[src/rtl/fubt_pkg.sv]
`timescale 1ns / 1ps
package fubt_pkg;

  localparam int SYMBOL_COUNT  = 256;
  localparam int POSITION_BITS = 32;
  localparam int SYM_W         = 8;
  localparam int IDX_W         = (SYMBOL_COUNT > 1) ? $clog2(SYMBOL_COUNT) : 1;

  // 4-ary registered pick tree over the cells
  localparam int LEVELS = ($clog2(SYMBOL_COUNT) + 1) / 2;
  localparam int LEAVES = 1 << (2 * LEVELS);
  localparam int INNER  = (LEAVES - 1) / 3;
  localparam int NODES  = INNER + LEAVES;

  localparam logic [POSITION_BITS-1:0] POS_MAX = {POSITION_BITS{1'b1}};

  typedef struct packed {
    logic             valid;
    logic             live;
    logic             sat;
    logic [SYM_W-1:0] sym;
  } entry_t;

  typedef struct packed {
    logic             insert;
    logic             kill;
    logic             sat;
    logic [SYM_W-1:0] sym;
  } req_t;

  typedef struct packed {
    logic             found;
    logic [SYM_W-1:0] sym;
  } pick_t;

endpackage

[src/rtl/fubt_cell.sv]
`timescale 1ns / 1ps
module fubt_cell (
  input  logic            clk,
  input  logic            rst_n,
  input  fubt_pkg::req_t   req,
  input  fubt_pkg::entry_t prev,
  input  logic            prev_open,
  output fubt_pkg::entry_t entry_r,
  output logic            open
);

  fubt_pkg::entry_t entry_nxt;

  // open: a new request sorts at or before this slot
  assign open = !entry_r.valid ||
                (req.sat && entry_r.sat && (entry_r.sym < req.sym));

  always_comb begin
    entry_nxt = entry_r;
    if (req.insert) begin
      if (open && !prev_open) begin
        entry_nxt.valid = 1'b1;
        entry_nxt.live  = 1'b1;
        entry_nxt.sat   = req.sat;
        entry_nxt.sym   = req.sym;
      end else if (prev_open) begin
        entry_nxt = prev;
      end
    end else if (req.kill && entry_r.valid && (entry_r.sym == req.sym)) begin
      entry_nxt.live = 1'b0;
    end
  end

  always_ff @(posedge clk) begin
    if (!rst_n) begin
      entry_r <= '0;
    end else begin
      entry_r <= entry_nxt;
    end
  end

endmodule

[config.mk]
export PLATFORM = sky130hd
export DESIGN_NAME = fubt_cell
export DESIGN_NICKNAME = d
export VERILOG_FILES = /design/src/rtl/fubt_pkg.sv /design/src/rtl/fubt_cell.sv
export SDC_FILE = /design/constraint.sdc
export NUM_CORES = 1
export LEC_CHECK = 0
export BUFFER_PORTS_ARGS = -buffer_cell sky130_fd_sc_hd__clkbuf_2
export CORE_ASPECT_RATIO = 1.4
export CORE_UTILIZATION = 45
export DETAILED_ROUTE_END_ITERATION = 7
export GPL_TIMING_DRIVEN = 0
export PLACE_DENSITY_LB_ADDON = 0.05
export SYNTH_ARGS = -nofsm -noshare
export SYNTH_HDL_FRONTEND = slang
export SYNTH_SLANG_ARGS = --single-unit
[constraint.sdc]
create_clock -name clk -period 2.32 [get_ports clk]
set_input_delay 0.348 -clock clk [delete_from_list [all_inputs] [get_ports clk]]
set_output_delay 0.348 -clock clk [all_outputs]
set_load 0.02 [all_outputs]
==> summary.txt <==
Finish
  – # diodes: 0
  – Regs by FF count: entry_r (11)
  – Post-Layout Cell Count: 185
  – Storage cell area: about 230 um^2
  – Area Overhead vs Synth: 33.6%
  – Share of cells above drive strength 1: 0.345
  – Final net count: 199
  – Layout filler cell count: 195
  – Number of flip-flops in the largest register: 11
  – Area of the multi-input gates: 622 um^2
  – Most flops, register: entry_r

Placed design
  – HPWL Detailed: 1850 um
  – IO Port Bufs: 36
  – Gpl congestion: 0.816
  – Placed instance count: 177

Floorplan
  – Horiz. Die Dim: 39.9 um
  – Initial Util: 0.496
  – Die Area: 0.00220 mm^2
  – Die H: 55.1 um
  – Core ar.: roughly 0.0018 mm^2
  – Core Rows: 18
  – Ports: 37

Yosys
  – Compound-gate portion of the synthesized area: 0.242
  – Post-Synth Simple-Gate Area: 0.297
  – Synth Area in Adders: 0.111
  – Async SR Flop Fraction: 0
  – Top-count cell post-synth: nor2_1
  – Mux share of post-synthesis cell area: 0.0111
  – Synth Warn #: 0
  – Xor/xnor share of the synthesized area: 0
  – Post-Syn Area: 905 um^2
  – Synthesized Nets: ~150
  – Ys flop type: dfxtp_1
  – Synth cell types: 33
  – Synthesis-stage register bit count: 11
  – Gate Count Post-Synth: 121
  – Synth top area share: 0.243
  – Synth cell count leaders: 17 x nor2_1, 11 x dfxtp_1, 11 x nand2_1, 10 x inv_1, 9 x o211ai_1
  – EDFF count, synth: 0
  – Largest family of logic cells by synthesized area: simple AND/OR/NAND/NOR gates
  – Sequential fraction of the synthesis area: 0.243
  – Area leader, netlist: dfxtp_1
  – Avg Cell Area, Syn: about 7.5 um^2
  – Largest cells by area after synthesis: dfxtp_1 24%, ha_1 11%, o211ai_1 7.5%, nor2_1 7.1%, a211oi_1 6.6%

Critical path
  – Crit Path Max Fanout: 6
  – Critical path capture point type: primary output
  – Worst path cell trace: ha_4 > nand2_1 > nand4b_1 > o21a_4 > or2_1 > buf_6 > inv_4 > clkbuf_8
  – Flop2flop setup slack: 0.45 ns
  – CP arrival: 1.91 ns
  – Kind of critical path: flip-flop to primary output
  – Worst path max stage delay: 0.37 ns
  – Worst path slowest cell: dfxtp_4
  – R2R depth: 8
  – R2r endpoint: entry_r[3]
  – CP required: 1.97 ns
  – Worst setup SP type: flip-flop
  – R2R Path Start: entry_r[7]

Route
  – Vias post-DR: 1056
  – Vias/cell: 5.71
  – Antenna Violating Nets Remaining: 0
  – Router iterations before antenna repair: 3
  – Detailed Route WL: 2700 um
  – Wire length per cell: 14.6 um
  – Metal-1 WL: 1180 um
  – Detail Route met2 WL: 1390 um
  – # DRC: 0
  – Iter 0 DRT Violations: 17
  – Max Used Layer: met4
  – WL met3: 83 um

Clock network
  – Worst-path clk slew: 0.08 ns
  – Post-CTS Hold Fix Bufs: 0
  – Clk buf depth: 2
  – Clock Sinks: 11
  – TritonCTS Buffers: 3
  – Clk root buf: clkbuf_4
  – Worst-Skew Late Latency: 0.29 ns
  – H-tree depth: 1
  – CTS tree: done

GRT
  – Largest net degree at the start of global routing: 11
  – First-pass GRT wire length: ~3900 um
  – Initial antenna violation count: 0
  – Gr usage total: 0.269
  – GRT overflow: 0
  – Number of global-route vias before repair: between 900 and 1000

Timing
  – Period utilization: 0.973
  – Fin. max-slew vios: 0
  – Hold Fails Final Rpt: 0
  – Clock skew: 0.00143 ns
  – Unrepaired setup endpoints after global routing: false
  – Setup TNS Final: 0 ns
  – Min cycle time layout: roughly 2.3 ns
  – Peak Freq: 443 MHz
  – Worst Max-Slew Pin Slew: roughly 0.52 ns
  – Relative slew slack: 0.653
  – Final setup fails: 0

Power and ir drop
  – Pwr per Cell Area: between 400 and 500 mW/mm^2
  – Peak supply drop: around 0.36 mV
  – Leak Pwr: between 0.5 and 0.6 nW

Min path
  – Hold crit path type: input port to flip-flop
  – HP Start: prev[10]
  – Hold EP: entry_r[10]
  – Hold path depth: 2

Outcome
  – Outcome: complete, no violations

Flow run
  – Number of max-cap violations: 0
[power breakdown]
part / switching, W / total, W / internal, W
Clock: 0.0000798 / 0.000144 / 0.0000643
Sequential: 0.0000183 / 0.000224 / 0.000206
Combinational: 0.000113 / 0.000202 / 0.0000886
[cells in the final DEF, fill, tap and decap left out, types with 2 or more instances in the layout]
master | Yosys | final
dfxtp_1 | 11 | 8
inv_1 | 10 | 10
ha_1 | 8 | 7
o211ai_1 | 9 | 9
nor3_1 | 8 | 8
clkbuf_2 | 0 | 35
nor2_1 | 17 | 17
nand3b_1 | 8 | 8
dfxtp_2 | 0 | 2
buf_1 | 2 | 2
clkbuf_4 | 0 | 3
clkbuf_1 | 5 | 5
buf_4 | 0 | 5
nand2_1 | 11 | 11
a21oi_1 | 3 | 2
a211oi_1 | 8 | 8
[layer usage]
metal	GRT usage	vias up
li1	-	522
met1	0.317	497
met2	0.462	32
met3	0.0240	5
met4	0.149	0
met5	0	-
[how the worst max path moves through the flow]
stage,start,to,cells past startpoint
floorplan,entry_r[7],open,8
global placement,req[7],open,11
detailed placement,req[7],open,11
CTS,entry_r[5],open,8
global route,entry_r[7],open,8
finish,entry_r[7],open,8
[layout make-up]
class	instances	share of cell area
well taps	20	0.0207
repair buffers	41	0.187
plain buffers	8	0.0311
clock buffers	3	0.0186
multi-input cells	90	0.514
clock inverters	1	0.00414
flip-flops and latches	11	0.187
inverters	11	0.0362
[kinds of logic after synthesis]
group | Yosys count
AND/OR/NAND/NOR | 53
AO/OA/AOI/OAI | 28
buffers and inverters | 20
flip-flops | 11
multiplexers | 1
adder cells (fa/ha/maj) | 8
[per-stage QoR]
step                hold slack, ns  power [W]  area (um^2)  utilization  worst slack, ns
finish                       0.324   0.000570         1210        0.663           0.0623
global route                 0.332   0.000605         1210        0.663          0.00833
CTS                          0.326   0.000557         1170        0.639          0.00906
detailed placement           0.549   0.000411         1110        0.608           0.0456
global placement             0.535   0.000405         1110        0.608           0.0600
floorplan                    0.533   0.000343          905            -            0.308
[worst max-delay path: cells and delay by family (launching register included)]
family                   cells  cell delay (ns)
flip-flops                   1             0.37
buffers and inverters        3             0.31
AO/OA/AOI/OAI                1             0.28
adder cells (fa/ha/maj)      1             0.21
AND/OR/NAND/NOR              3             0.46
[timing repair]
action                     4_1_cts  5_1_grt
pin swaps                        3        3
setup buffers                    2        3
gates resized for setup          5        4
setup endpoints to repair        1        1
(Power assumes the default switching activity.)
