File: src/rtl/fubt_pkg.sv
`timescale 1ns / 1ps
package fubt_pkg;

  localparam int SYMBOL_COUNT  = 256;
  localparam int POSITION_BITS = 32;
  localparam int SYM_W         = 8;
  localparam int IDX_W         = (SYMBOL_COUNT > 1) ? $clog2(SYMBOL_COUNT) : 1;

  // 4-ary registered pick tree over the cells
  localparam int LEVELS = ($clog2(SYMBOL_COUNT) + 1) / 2;
  localparam int LEAVES = 1 << (2 * LEVELS);
  localparam int INNER  = (LEAVES - 1) / 3;
  localparam int NODES  = INNER + LEAVES;

  localparam logic [POSITION_BITS-1:0] POS_MAX = {POSITION_BITS{1'b1}};

  typedef struct packed {
    logic             valid;
    logic             live;
    logic             sat;
    logic [SYM_W-1:0] sym;
  } entry_t;

  typedef struct packed {
    logic             insert;
    logic             kill;
    logic             sat;
    logic [SYM_W-1:0] sym;
  } req_t;

  typedef struct packed {
    logic             found;
    logic [SYM_W-1:0] sym;
  } pick_t;

endpackage

File: src/rtl/fubt_node.sv
`timescale 1ns / 1ps
module fubt_node (
  input  logic                   clk,
  input  logic                   en,
  input  fubt_pkg::pick_t [3:0]  kids,
  output fubt_pkg::pick_t        pick_r
);

  fubt_pkg::pick_t pick_nxt;

  // lowest child index is earliest in the chain
  always_comb begin
    pick_nxt = '0;
    for (int i = 3; i >= 0; i--) begin
      if (kids[i].found) begin
        pick_nxt = kids[i];
      end
    end
  end

  always_ff @(posedge clk) begin
    if (en) begin
      pick_r <= pick_nxt;
    end
  end

endmodule

File: config.mk
export PLATFORM = sky130hd
export DESIGN_NAME = fubt_node
export DESIGN_NICKNAME = d
export VERILOG_FILES = /design/src/rtl/fubt_pkg.sv /design/src/rtl/fubt_node.sv
export SDC_FILE = /design/constraint.sdc
export NUM_CORES = 1
export LEC_CHECK = 0
export CORE_AREA = 4 4 41 43
export CTS_BUF_LIST = sky130_fd_sc_hd__clkbuf_8
export DETAILED_ROUTE_END_ITERATION = 10
export DIE_AREA = 0 0 45 47
export DONT_BUFFER_PORTS = 1
export GPL_TIMING_DRIVEN = 0
export SYNTH_ARGS = -nofsm -noshare
export SYNTH_HDL_FRONTEND = slang
export SYNTH_SLANG_ARGS = --single-unit
File: constraint.sdc
create_clock -name clk -period 1.43 [get_ports clk]
set_clock_uncertainty 0.1 [all_clocks]
set_input_delay 0.2145 -clock clk [delete_from_list [all_inputs] [get_ports clk]]
set_output_delay 0.2145 -clock clk [all_outputs]
set_load 0.05 [all_outputs]
==> qor.csv, run 1 <==
stage;metric;value;unit
yosys;Synth Instances;43;
yosys;synthesized area;514;um2
worst_setup_path;crit path to;pick_r[6];
worst_setup_path;Critical Path Source;en;
timing;Final Hold Vio Count;0;
grt;gr ovfl total;0;
timing;slew margin rel.;0.691;
yosys;post-synthesis xor/xnor area fraction;0;
grt;vias in the first global route;429;
clock_network;CTS H-Tree Depth;1;
clock_network;Inserted Clock Buffers;3;
layout;Multi-input gate area;209;um2
worst_setup_path;Critical Path End Type;register;
worst_setup_path;CP Buf/Inv Count;1;
placement;DPL Wire Length;1070;um
layout;fraction of layout cells with a size suffix above 1;0.208;
clock_network;CTS tree;yes;
placement;RD Place Congestion;0.828;
die;chip height;47;um
worst_setup_path;Max FO, Critical Path;9;
detailed_routing;Vias;404;
pwr;logic gate share of total power;0.103;
clock_network;CTS Sinks;9;
worst_setup_path;slowest CP cell;dlygate4sd3_1;
worst_setup_path;Worst EP arrival;0.96;ns
timing;Setup TNS Final;0;ns
run_status;outcome;finished, final reports clean;
pwr;P_sw;0.226;mW
grt;gr usage total;0.128;
pwr;clock power share;0.351;
die;die width;45;um
timing;Pins Over Slew Limit;0;
worst_setup_path;crit-path leading delay family;buffers and inverters;
yosys;ranking of synthesized cells by area;edfxtp_1 (53%), a22oi_1 (10%), o22ai_1 (8.5%);
yosys;Compound-Gate Fraction of Synth Area;0.326;
grt;initial antenna violation count;0;
die;Ports;47;
worst_setup_path;cell chain of the critical path;dlygate4sd3_1;
yosys;Synth Area per Inst;12.0;um2
timing;Least-Margin Pin Slew;0.464;ns
clock_network;clock-pin slew on the worst setup and hold paths;0.04;ns
layout;storage element area;270;um2
timing;Tcrit/Tclk final;0.820;
yosys;Synth area leader;edfxtp_1;
layout;max FFs per register;9;
detailed_routing;Iter 0 DRT Violations;10;
timing;Max Freq;0.853;GHz
yosys;mux cell area share after synthesis;0;
yosys;post-synthesis sequential area ratio;0.526;
layout;number of fill cells;138;
min_path;Hold Path Cell Cnt;2;
detailed_routing;DR vias/cell;6.41;
timing;setup violation total in the final timing report;0;
pwr;internal power;0.551;mW
job;Max-cap violations;0;
layout;most frequent cells in the layout;edfxtp_1 (9), a22oi_1 (7), o22ai_1 (7), a21oi_1 (7);
detailed_routing;Residual DRC;0;
placement;port buffer count;0;
layout;Area growth syn-to-layout;14.4;%
grt;pin count of the biggest net entering global routing;11;
die;Initial Utilization;0.395;
worst_setup_path;crit-path max cell delay;0.75;ns
yosys;simple-gate share of the synthesized area;0.0803;
worst_setup_path;Startpoint Class;input port;
layout;Nets;87;
layout;Top reg by flops;pick_r;
yosys;#FFs+latches synth;9;
die;Core Rows;13;
detailed_routing;final antenna-violating net count;0;
min_path;hold_sp;kids[35];
detailed_routing;drt first pass iters;4;
worst_setup_path;Worst path depth;1;
yosys;Top FF cell, synth;edfxtp_1;
pwr;Sw Ratio;0.291;
yosys;post-synth top area share;0.526;
timing;unrepaired setup endpoints after global routing;no;
detailed_routing;DR WL/cell;20.3;um
pwr;leakage;0.217;nW
yosys;Netlist cell types;15;
pwr;Worst VDD drop;0.427;mV
die;die area;0.00212;mm2
yosys;Mapped Nets;81;
yosys;synth warn;0;
timing;Final WS setup;0.257;ns
clock_network;post-cts sizing count;0;
yosys;main combinational cell family by area after synthesis;compound AO/OA/AOI/OAI gates;
timing;min cycle time layout;1.17;ns
layout;most common cell after layout, fill and taps aside;edfxtp_1;
die;core area;0.00130;mm2
grt;first-pass GRT wire length;1800;um
layout;Regs by FF count;pick_r: 9 flops;
worst_setup_path;WP data required;1.22;ns
worst_setup_path;kind of critical path;input port to register;
detailed_routing;Routed WL;1280;um
min_path;type of the most critical hold path;input port to register;
layout;diode count;0;
yosys;Post-synth EDFFs;9;
clock_network;Root Driver;clkbuf_8;
pwr;Power Dens Cells;1320;mW/mm2
clock_network;CTS max path bufs;2;
placement;worst slack, placed;0.280;ns
yosys;Adder-Cell Fraction of Synth Area;0;
yosys;share of flip-flops with an asynchronous set or reset;0;
pwr;sequential power share;0.546;
## cell usage after synthesis (2+ instances only)
| library cell | number |
|---|---|
| edfxtp_1 | 9 |
| inv_1 | 2 |
| a21oi_1 | 7 |
| buf_6 | 2 |
| o22ai_1 | 7 |
| a22oi_1 | 7 |
## layout make-up
| cell class | count | area share |
|---|---|---|
| Multi-Input combinational cell | 29 | 0.355 |
| Timing Repair Buffer | 1 | 0.0170 |
| Buffer | 3 | 0.0468 |
| Inverter | 2 | 0.0128 |
| Clock buffer | 3 | 0.0702 |
| Clock inverter | 1 | 0.00638 |
| Tap cell | 15 | 0.0319 |
| Sequential cell | 9 | 0.460 |
## repair_timing
| action | in CTS | in global routing |
|---|---|---|
| endpoints found under the hold margin | 9 | 0 |
| endpoints found under the setup margin | 0 | 0 |
| buffers inserted | 0 | 0 |
| hold buffers | 1 | 0 |
## how the worst min path moves through the flow
stage / end / slack (ns)
global placement: pick_r[8] / 0.23
CTS: pick_r[8] / 0.07
finish: pick_r[8] / 0.07
detailed placement: pick_r[8] / 0.23
floorplan: pick_r[0] / 0.23
global route: pick_r[8] / 0.08
## power by group through the flow
stage / Clock, mW / Sequential, mW / Combinational [mW]
after floorplan: 0 / 0.425 / 0.0626
after CTS: 0.280 / 0.425 / 0.0794
after global placement: 0 / 0.429 / 0.0701
after global routing: 0.302 / 0.427 / 0.0876
after detailed placement: 0 / 0.430 / 0.0732
final: 0.273 / 0.424 / 0.0799
## layer usage
metal  GRT usage  share of wire  vias up
met5           0              0        -
met4       0.158          0.050        0
met3      0.0613           0.16        7
met2       0.186           0.45       37
met1       0.121           0.34      177
li1            -              -      183
## logic make-up (layout without fill, tap and decap cells)
| kind of cell | Yosys count | count (layout) |
|---|---|---|
| AO/OA/AOI/OAI | 23 | 23 |
| buffers and inverters | 5 | 10 |
| flip-flops | 9 | 9 |
| AND/OR/NAND/NOR | 6 | 6 |
## metrics by stage
step           hold WS (ns)  instances   util  instance area [um2]  total power, mW
6_report             0.0704         63  0.452                  588            0.777
5_1_grt              0.0809         63  0.452                  588            0.816
4_1_cts              0.0670         63  0.452                  588            0.785
3_5_place_dp          0.228         58  0.410                  533            0.503
3_3_place_gp          0.228         58  0.410                  533            0.499
2_1_floorplan         0.227         43      -                  514            0.487
(Power assumes the default switching activity.)
==> run 2, diff against run 1 <==
Settings changed: ABC_AREA set to 1, CORE_AREA 4 4 41 43 to not set, CORE_MARGIN set to 4, CORE_UTILIZATION set to 40, DIE_AREA 0 0 45 47 to not set.
Clock period 1.43 ns to 1.19 ns, I/O delays scaled along.
==> run 2 against run 1 <==
The run now ends with hold timing left. Sequential share of layout area decreased by 5.6 points. Largest cell class unchanged. Utilization rose by 3.8 points. Power rose by 23%. Highest routed layer unchanged. Via count rose by 31%. Critical path type is now register to output port. Cell count grew 60%.
==> qor.csv, run 2 <==
stage;metric;value;unit;change
min_path;WHS Endpoint;pick_r[5];;was pick_r[8]
layout;Area growth syn-to-layout;10.5;%;was 14.4%
clock_network;Setup Buffers After CTS;0;;unchanged
worst_setup_path;Max FO, Critical Path;1;;was 9
layout;max FFs per register;9;;unchanged
timing;slew margin rel.;0.687;;was 0.691
worst_setup_path;Worst EP arrival;0.86;ns;was 0.96 ns
grt;gr ovfl total;0;;unchanged
worst_setup_path;WP data required;0.91;ns;was 1.22 ns
layout;Top reg by flops;pick_r;;unchanged
detailed_routing;DR vias/cell;5.26;;was 6.41
min_path;Hold Path Cell Cnt;0;;was 2
timing;Max Freq;0.878;GHz;
timing;setup violation total in the final timing report;0;;unchanged
die;Core Rows;13;;unchanged
detailed_routing;DR WL/cell;14.1;um;was 20.3 um
pwr;Pwr Total;0.958;mW;was 0.777 mW
yosys;Top FF cell, synth;edfxtp_1;;unchanged
timing;Least-Margin Pin Slew;0.470;ns;was 0.464 ns
layout;number of fill cells;146;;was 138
placement;worst slack, placed;0.217;ns;was 0.280 ns
clock_network;Inserted Clock Buffers;3;;unchanged
worst_setup_path;Critical Path End Type;output port;;was register
yosys;Netlist cell types;9;;was 15
yosys;ranking of synthesized cells by area;edfxtp_1 (45%), nand2_1 (20%), nor2_1 (11%);;was edfxtp_1 (53%), a22oi_1 (10%), o22ai_1 (8.5%)
clock_network;post-cts sizing count;0;;unchanged
placement;DPL Wire Length;1170;um;was 1070 um
yosys;most frequent cells after synthesis;nand2_1 (32), nor2_1 (17), edfxtp_1 (9), nand3_1 (9), a21oi_1 (8);;was edfxtp_1 (9), a21oi_1 (7), a22oi_1 (7), o22ai_1 (7)
yosys;synth warn;0;;unchanged
timing;Final WS setup;0.0513;ns;was 0.257 ns
yosys;post-synthesis sequential area ratio;0.446;;was 0.526
yosys;Mapped Nets;120;;was 81
grt;gr usage total;0.148;;was 0.128
worst_setup_path;kind of critical path;register to output port;;was input port to register
grt;first-pass GRT wire length;2240;um;was 1800 um
pwr;Power Dens Cells;1430;mW/mm2;was 1320 mW/mm2
layout;diode count;0;;unchanged
yosys;share of flip-flops with an asynchronous set or reset;0;;unchanged
clock_network;CTS max path bufs;2;;unchanged
pwr;Worst VDD drop;0.438;mV;was 0.427 mV
die;Initial Utilization;0.443;;was 0.395
run_status;failing checks;hold timing;;
run_status;outcome;finished, violations left;;was finished, final reports clean
job;Max-cap violations;0;;unchanged
die;Ports;47;;unchanged
timing;Pins Over Slew Limit;0;;unchanged
yosys;Synth area leader;edfxtp_1;;unchanged
die;core area;0.00137;mm2;was 0.00130 mm2
yosys;Post-synth EDFFs;9;;unchanged
yosys;cell with the most instances after synthesis;nand2_1;;was edfxtp_1
detailed_routing;Residual DRC;0;;unchanged
clock_network;clock-pin slew on the worst setup and hold paths;0.04;ns;about the same
placement;port buffer count;0;;unchanged
timing;Setup TNS Final;0;ns;unchanged
die;chip height;46.9;um;was 47 um
layout;fraction of layout cells with a size suffix above 1;0.116;;was 0.208
clock_network;CTS tree;yes;;unchanged
detailed_routing;drt first pass iters;4;;unchanged
detailed_routing;Routed WL;1420;um;was 1280 um
yosys;Synth Instances;82;;was 43
detailed_routing;Iter 0 DRT Violations;15;;was 10
timing;Hold Slack;-0.0406;ns;was 0.0704 ns
pwr;leakage;0.300;nW;was 0.217 nW
yosys;post-synth top area share;0.446;;was 0.526
detailed_routing;Vias;531;;was 404
yosys;Synth Area per Inst;7.39;um2;was 12.0 um2
clock_network;CTS Sinks;9;;unchanged
worst_setup_path;Startpoint Class;register;;was input port
yosys;synthesized area;606;um2;was 514 um2
detailed_routing;final antenna-violating net count;0;;unchanged
min_path;hold_sp;en;;was kids[35]
timing;min cycle time layout;1.14;ns;
clock_network;CTS H-Tree Depth;1;;unchanged
layout;most frequent cells in the layout;nand2_1 (32), nor2_1 (17), nand3_1 (9), edfxtp_1 (9), a21oi_1 (8);;was edfxtp_1 (9), a22oi_1 (7), o22ai_1 (7), a21oi_1 (7)
yosys;#FFs+latches synth;9;;unchanged
grt;vias in the first global route;506;;was 429
die;die area;0.00220;mm2;was 0.00212 mm2
layout;Regs by FF count;pick_r: 9 flops;;unchanged
timing;Final Hold Vio Count;9;;was 0
clock_network;Root Driver;clkbuf_8;;unchanged
die;die width;46.9;um;was 45 um
grt;initial antenna violation count;0;;unchanged
timing;unrepaired setup endpoints after global routing;no;;unchanged
layout;most common cell after layout, fill and taps aside;nand2_1;;was edfxtp_1
grt;pin count of the biggest net entering global routing;11;;unchanged
min_path;type of the most critical hold path;input port to register;;unchanged
timing;Tcrit/Tclk final;0.957;;
layout;Nets;125;;was 87
placement;RD Place Congestion;0.757;;was 0.828
[run 2: cell count changes after synthesis, sizes merged]
| cell | before | now |
|---|---|---|
| nor2 | 2 | 17 |
| o22ai | 7 | 0 |
| nor3b | 1 | 0 |
| nor2b | 1 | 0 |
| a21oi | 7 | 8 |
| a221oi | 1 | 0 |
| a22oi | 8 | 0 |
| nand2 | 1 | 32 |
| nand3 | 0 | 9 |
| nand2b | 1 | 0 |
| buf | 3 | 5 |
[run 2: routing by layer]
layer  GRT usage  part of all wire  wire length (um)  vias to the layer above
met4       0.116             0.019                27                        0
met2       0.230              0.46               653                       35
li1            -                 -                 -                      276
met3      0.0307             0.089               127                        2
met5           0                 0                 0                        -
met1       0.175              0.43               612                      218
[run 2: cell families after synthesis]
kind of cell | Yosys count | synth area share
AOI/OAI and AO/OA | 8 | 0.0661
buffers and inverters | 7 | 0.109
DFF | 9 | 0.446
and+or+nand+nor | 58 | 0.378
[run 2: layout make-up]
class	instances	area, um2	share of cell area
inverter	2	12.5	0.0187
buffer	5	53.8	0.0804
clock inverter	1	3.75	0.00561
sequential	9	270	0.404
clock buffer	3	41.3	0.0617
tap	15	18.8	0.0280
multi-input combinational	66	269	0.402
[run 2: how the worst max path moves through the flow]
stage	startpoint	end	slack [ns]	cells after the start
2_1_floorplan	kids[8]	pick_r[8]	0.28	4
3_5_place_dp	kids[26]	pick_r[5]	0.22	5
6_report	pick_r[2]	pick_r[2]	0.05	0
5_1_grt	pick_r[1]	pick_r[1]	0.03	0
4_1_cts	pick_r[2]	pick_r[2]	0.04	0
3_3_place_gp	kids[26]	pick_r[5]	0.23	5
[run 2: through the flow]
step	std cells	instance area, um2	util	hold WS (ns)
5_1_grt	101	669	0.490	-0.0509
2_1_floorplan	82	606	-	0.191
4_1_cts	101	669	0.490	-0.0446
6_report	101	669	0.490	-0.0406
3_3_place_gp	97	624	0.457	0.192
3_5_place_dp	97	624	0.457	0.192
[run 2: report_power, final]
group / total (mW) / internal [mW] / switching, mW
clock network: 0.339 / 0.224 / 0.115
logic: 0.115 / 0.0485 / 0.0662
registers: 0.505 / 0.390 / 0.115
==> run 3, diff against run 2 <==
Settings changed: CELL_PAD_IN_SITES_DETAIL_PLACEMENT set to 1, CELL_PAD_IN_SITES_GLOBAL_PLACEMENT set to 2, CORE_UTILIZATION 40 to 30, PLACE_DENSITY_LB_ADDON set to 0.1.
==> run 3 against run 2 <==
Maximum frequency fell by 2.6%. Critical path depth rose by 1. Hold slack improved by 0.080 ns. Sequential cell count did not move. Global-route usage fell by 3.4 points. Combinational power rose by 7%. Via count rose by 0.19%. Cell count rose by 11%. Sequential share of layout area fell by 1.3 points. Wire length rose by 6.9%. Critical path type is now input port to register. The run now ends clean. Clock-buffer cell count did not move. Sequential power barely moved. Largest power group unchanged.
==> qor.csv, run 3 (synthesis results as in run 2) <==
stage;metric;value;unit;change
die;Initial Utilization;0.333;;was 0.443
worst_setup_path;crit-path max cell delay;0.77;ns;
detailed_routing;DR WL/cell;13.6;um;was 14.1 um
grt;gr ovfl total;0;;unchanged
timing;Setup TNS Final;0;ns;unchanged
clock_network;CTS H-Tree Depth;1;;unchanged
detailed_routing;Routed WL;1520;um;was 1420 um
clock_network;post-cts sizing count;0;;unchanged
layout;Regs by FF count;pick_r: 9 flops;;unchanged
die;Ports;47;;unchanged
worst_setup_path;WP data required;0.97;ns;was 0.91 ns
grt;gr usage total;0.114;;was 0.148
detailed_routing;Residual DRC;0;;unchanged
clock_network;Inserted Clock Buffers;3;;unchanged
worst_setup_path;crit-path leading delay family;buffers and inverters;;
detailed_routing;met2 WL;681;um;was 653 um
clock_network;CTS max path bufs;2;;unchanged
worst_setup_path;Worst EP arrival;0.95;ns;was 0.86 ns
layout;fraction of layout cells with a size suffix above 1;0.115;;was 0.116
timing;setup violation total in the final timing report;0;;unchanged
layout;diode count;0;;unchanged
layout;max FFs per register;9;;unchanged
clock_network;Setup Buffers After CTS;0;;unchanged
timing;slew margin rel.;0.690;;was 0.687
timing;Tcrit/Tclk final;0.983;;was 0.957
grt;vias in the first global route;534;;was 506
pwr;leakage;0.304;nW;was 0.300 nW
worst_setup_path;Critical Path End Type;register;;was output port
pwr;Power Dens Cells;1380;mW/mm2;was 1430 mW/mm2
grt;pin count of the biggest net entering global routing;11;;unchanged
grt;first-pass GRT wire length;2280;um;was 2240 um
detailed_routing;Max Used Layer;met4;;unchanged
detailed_routing;Iter 0 DRT Violations;1;;was 15
die;core area;0.00182;mm2;was 0.00137 mm2
detailed_routing;Metal-1 WL;678;um;was 612 um
worst_setup_path;slowest CP cell;dlygate4sd3_1;;
min_path;type of the most critical hold path;input port to register;;unchanged
layout;Area growth syn-to-layout;14.3;%;was 10.5%
clock_network;clock-pin slew on the worst setup and hold paths;0.04;ns;about the same
layout;Nets;126;;was 125
layout;most frequent cells in the layout;nand2_1 (32), nor2_1 (17), nand3_1 (9), edfxtp_1 (9), a21oi_1 (8);;unchanged
detailed_routing;DR vias/cell;4.75;;was 5.26
worst_setup_path;kind of critical path;input port to register;;was register to output port
pwr;Worst VDD drop;0.506;mV;was 0.438 mV
die;chip height;52.9;um;was 46.9 um
placement;port buffer count;0;;unchanged
clock_network;CTS Sinks;9;;unchanged
timing;min cycle time layout;1.17;ns;was 1.14 ns
worst_setup_path;Startpoint Class;input port;;was register
clock_network;hold-fix buffer count after cts;1;;
timing;Final Hold Vio Count;0;;was 9
die;Core Rows;15;;was 13
worst_setup_path;Max FO, Critical Path;9;;was 1
job;Max-cap violations;0;;unchanged
placement;worst slack, placed;0.201;ns;was 0.217 ns
run_status;outcome;finished, final reports clean;;was finished, violations left
layout;Top reg by flops;pick_r;;unchanged
timing;Max Freq;0.855;GHz;was 0.878 GHz
clock_network;Root Driver;clkbuf_8;;unchanged
die;die width;52.9;um;was 46.9 um
layout;most common cell after layout, fill and taps aside;nand2_1;;unchanged
placement;RD Place Congestion;0.732;;was 0.757
timing;unrepaired setup endpoints after global routing;no;;unchanged
grt;initial antenna violation count;0;;unchanged
layout;number of fill cells;246;;was 146
worst_setup_path;CP Buf/Inv Count;1;;
timing;Least-Margin Pin Slew;0.466;ns;was 0.470 ns
timing;Final WS setup;0.0208;ns;was 0.0513 ns
die;die area;0.00280;mm2;was 0.00220 mm2
detailed_routing;metal3 WL;146;um;was 127 um
detailed_routing;drt first pass iters;3;;was 4
detailed_routing;final antenna-violating net count;0;;unchanged
detailed_routing;Vias;532;;was 531
clock_network;CTS tree;yes;;unchanged
worst_setup_path;cell chain of the critical path;dlygate4sd3_1;;
placement;DPL Wire Length;1300;um;was 1170 um
timing;Pins Over Slew Limit;0;;unchanged
layout;Core Util, Final;0.380;;was 0.490
## run 3: per-layer routing
layer / GRT usage / up-vias
li1: - / 277
met1: 0.127 / 221
met2: 0.194 / 32
met3: 0.0282 / 2
met4: 0.0638 / 0
met5: 0 / -
## run 3: power breakdown
part           switching (mW)  internal (mW)  leakage (nW)
registers               0.113          0.390        0.0881
clock network           0.102          0.223        0.0269
logic                  0.0725         0.0507         0.189
## run 3: metrics by stage
stage	hold WS, ns	instances	power (mW)	area, um2
finish	0.0398	112	0.952	692
global placement	0.192	107	0.624	637
detailed placement	0.192	107	0.627	637
floorplan	0.191	82	0.603	606
global route	0.0516	112	0.998	692
CTS	0.0392	112	0.963	692
## run 3: worst paths after layout
| path | start | endpoint | slack [ns] | cells after the start |
|---|---|---|---|---|
| hold / removal | kids[6] | pick_r[6] | 0.04 | 2 |
| setup / recovery | en | pick_r[8] | 0.02 | 1 |
## run 3: final cells by class
| type | instances | area (um2) | share of cell area |
|---|---|---|---|
| sequential | 9 | 270 | 0.391 |
| multi-input combinational | 66 | 269 | 0.389 |
| buffer | 5 | 53.8 | 0.0778 |
| clock buffer | 3 | 41.3 | 0.0597 |
| tap | 25 | 31.3 | 0.0452 |
| inverter | 2 | 12.5 | 0.0181 |
| timing repair buffer | 1 | 10.0 | 0.0145 |
| clock inverter | 1 | 3.75 | 0.00542 |
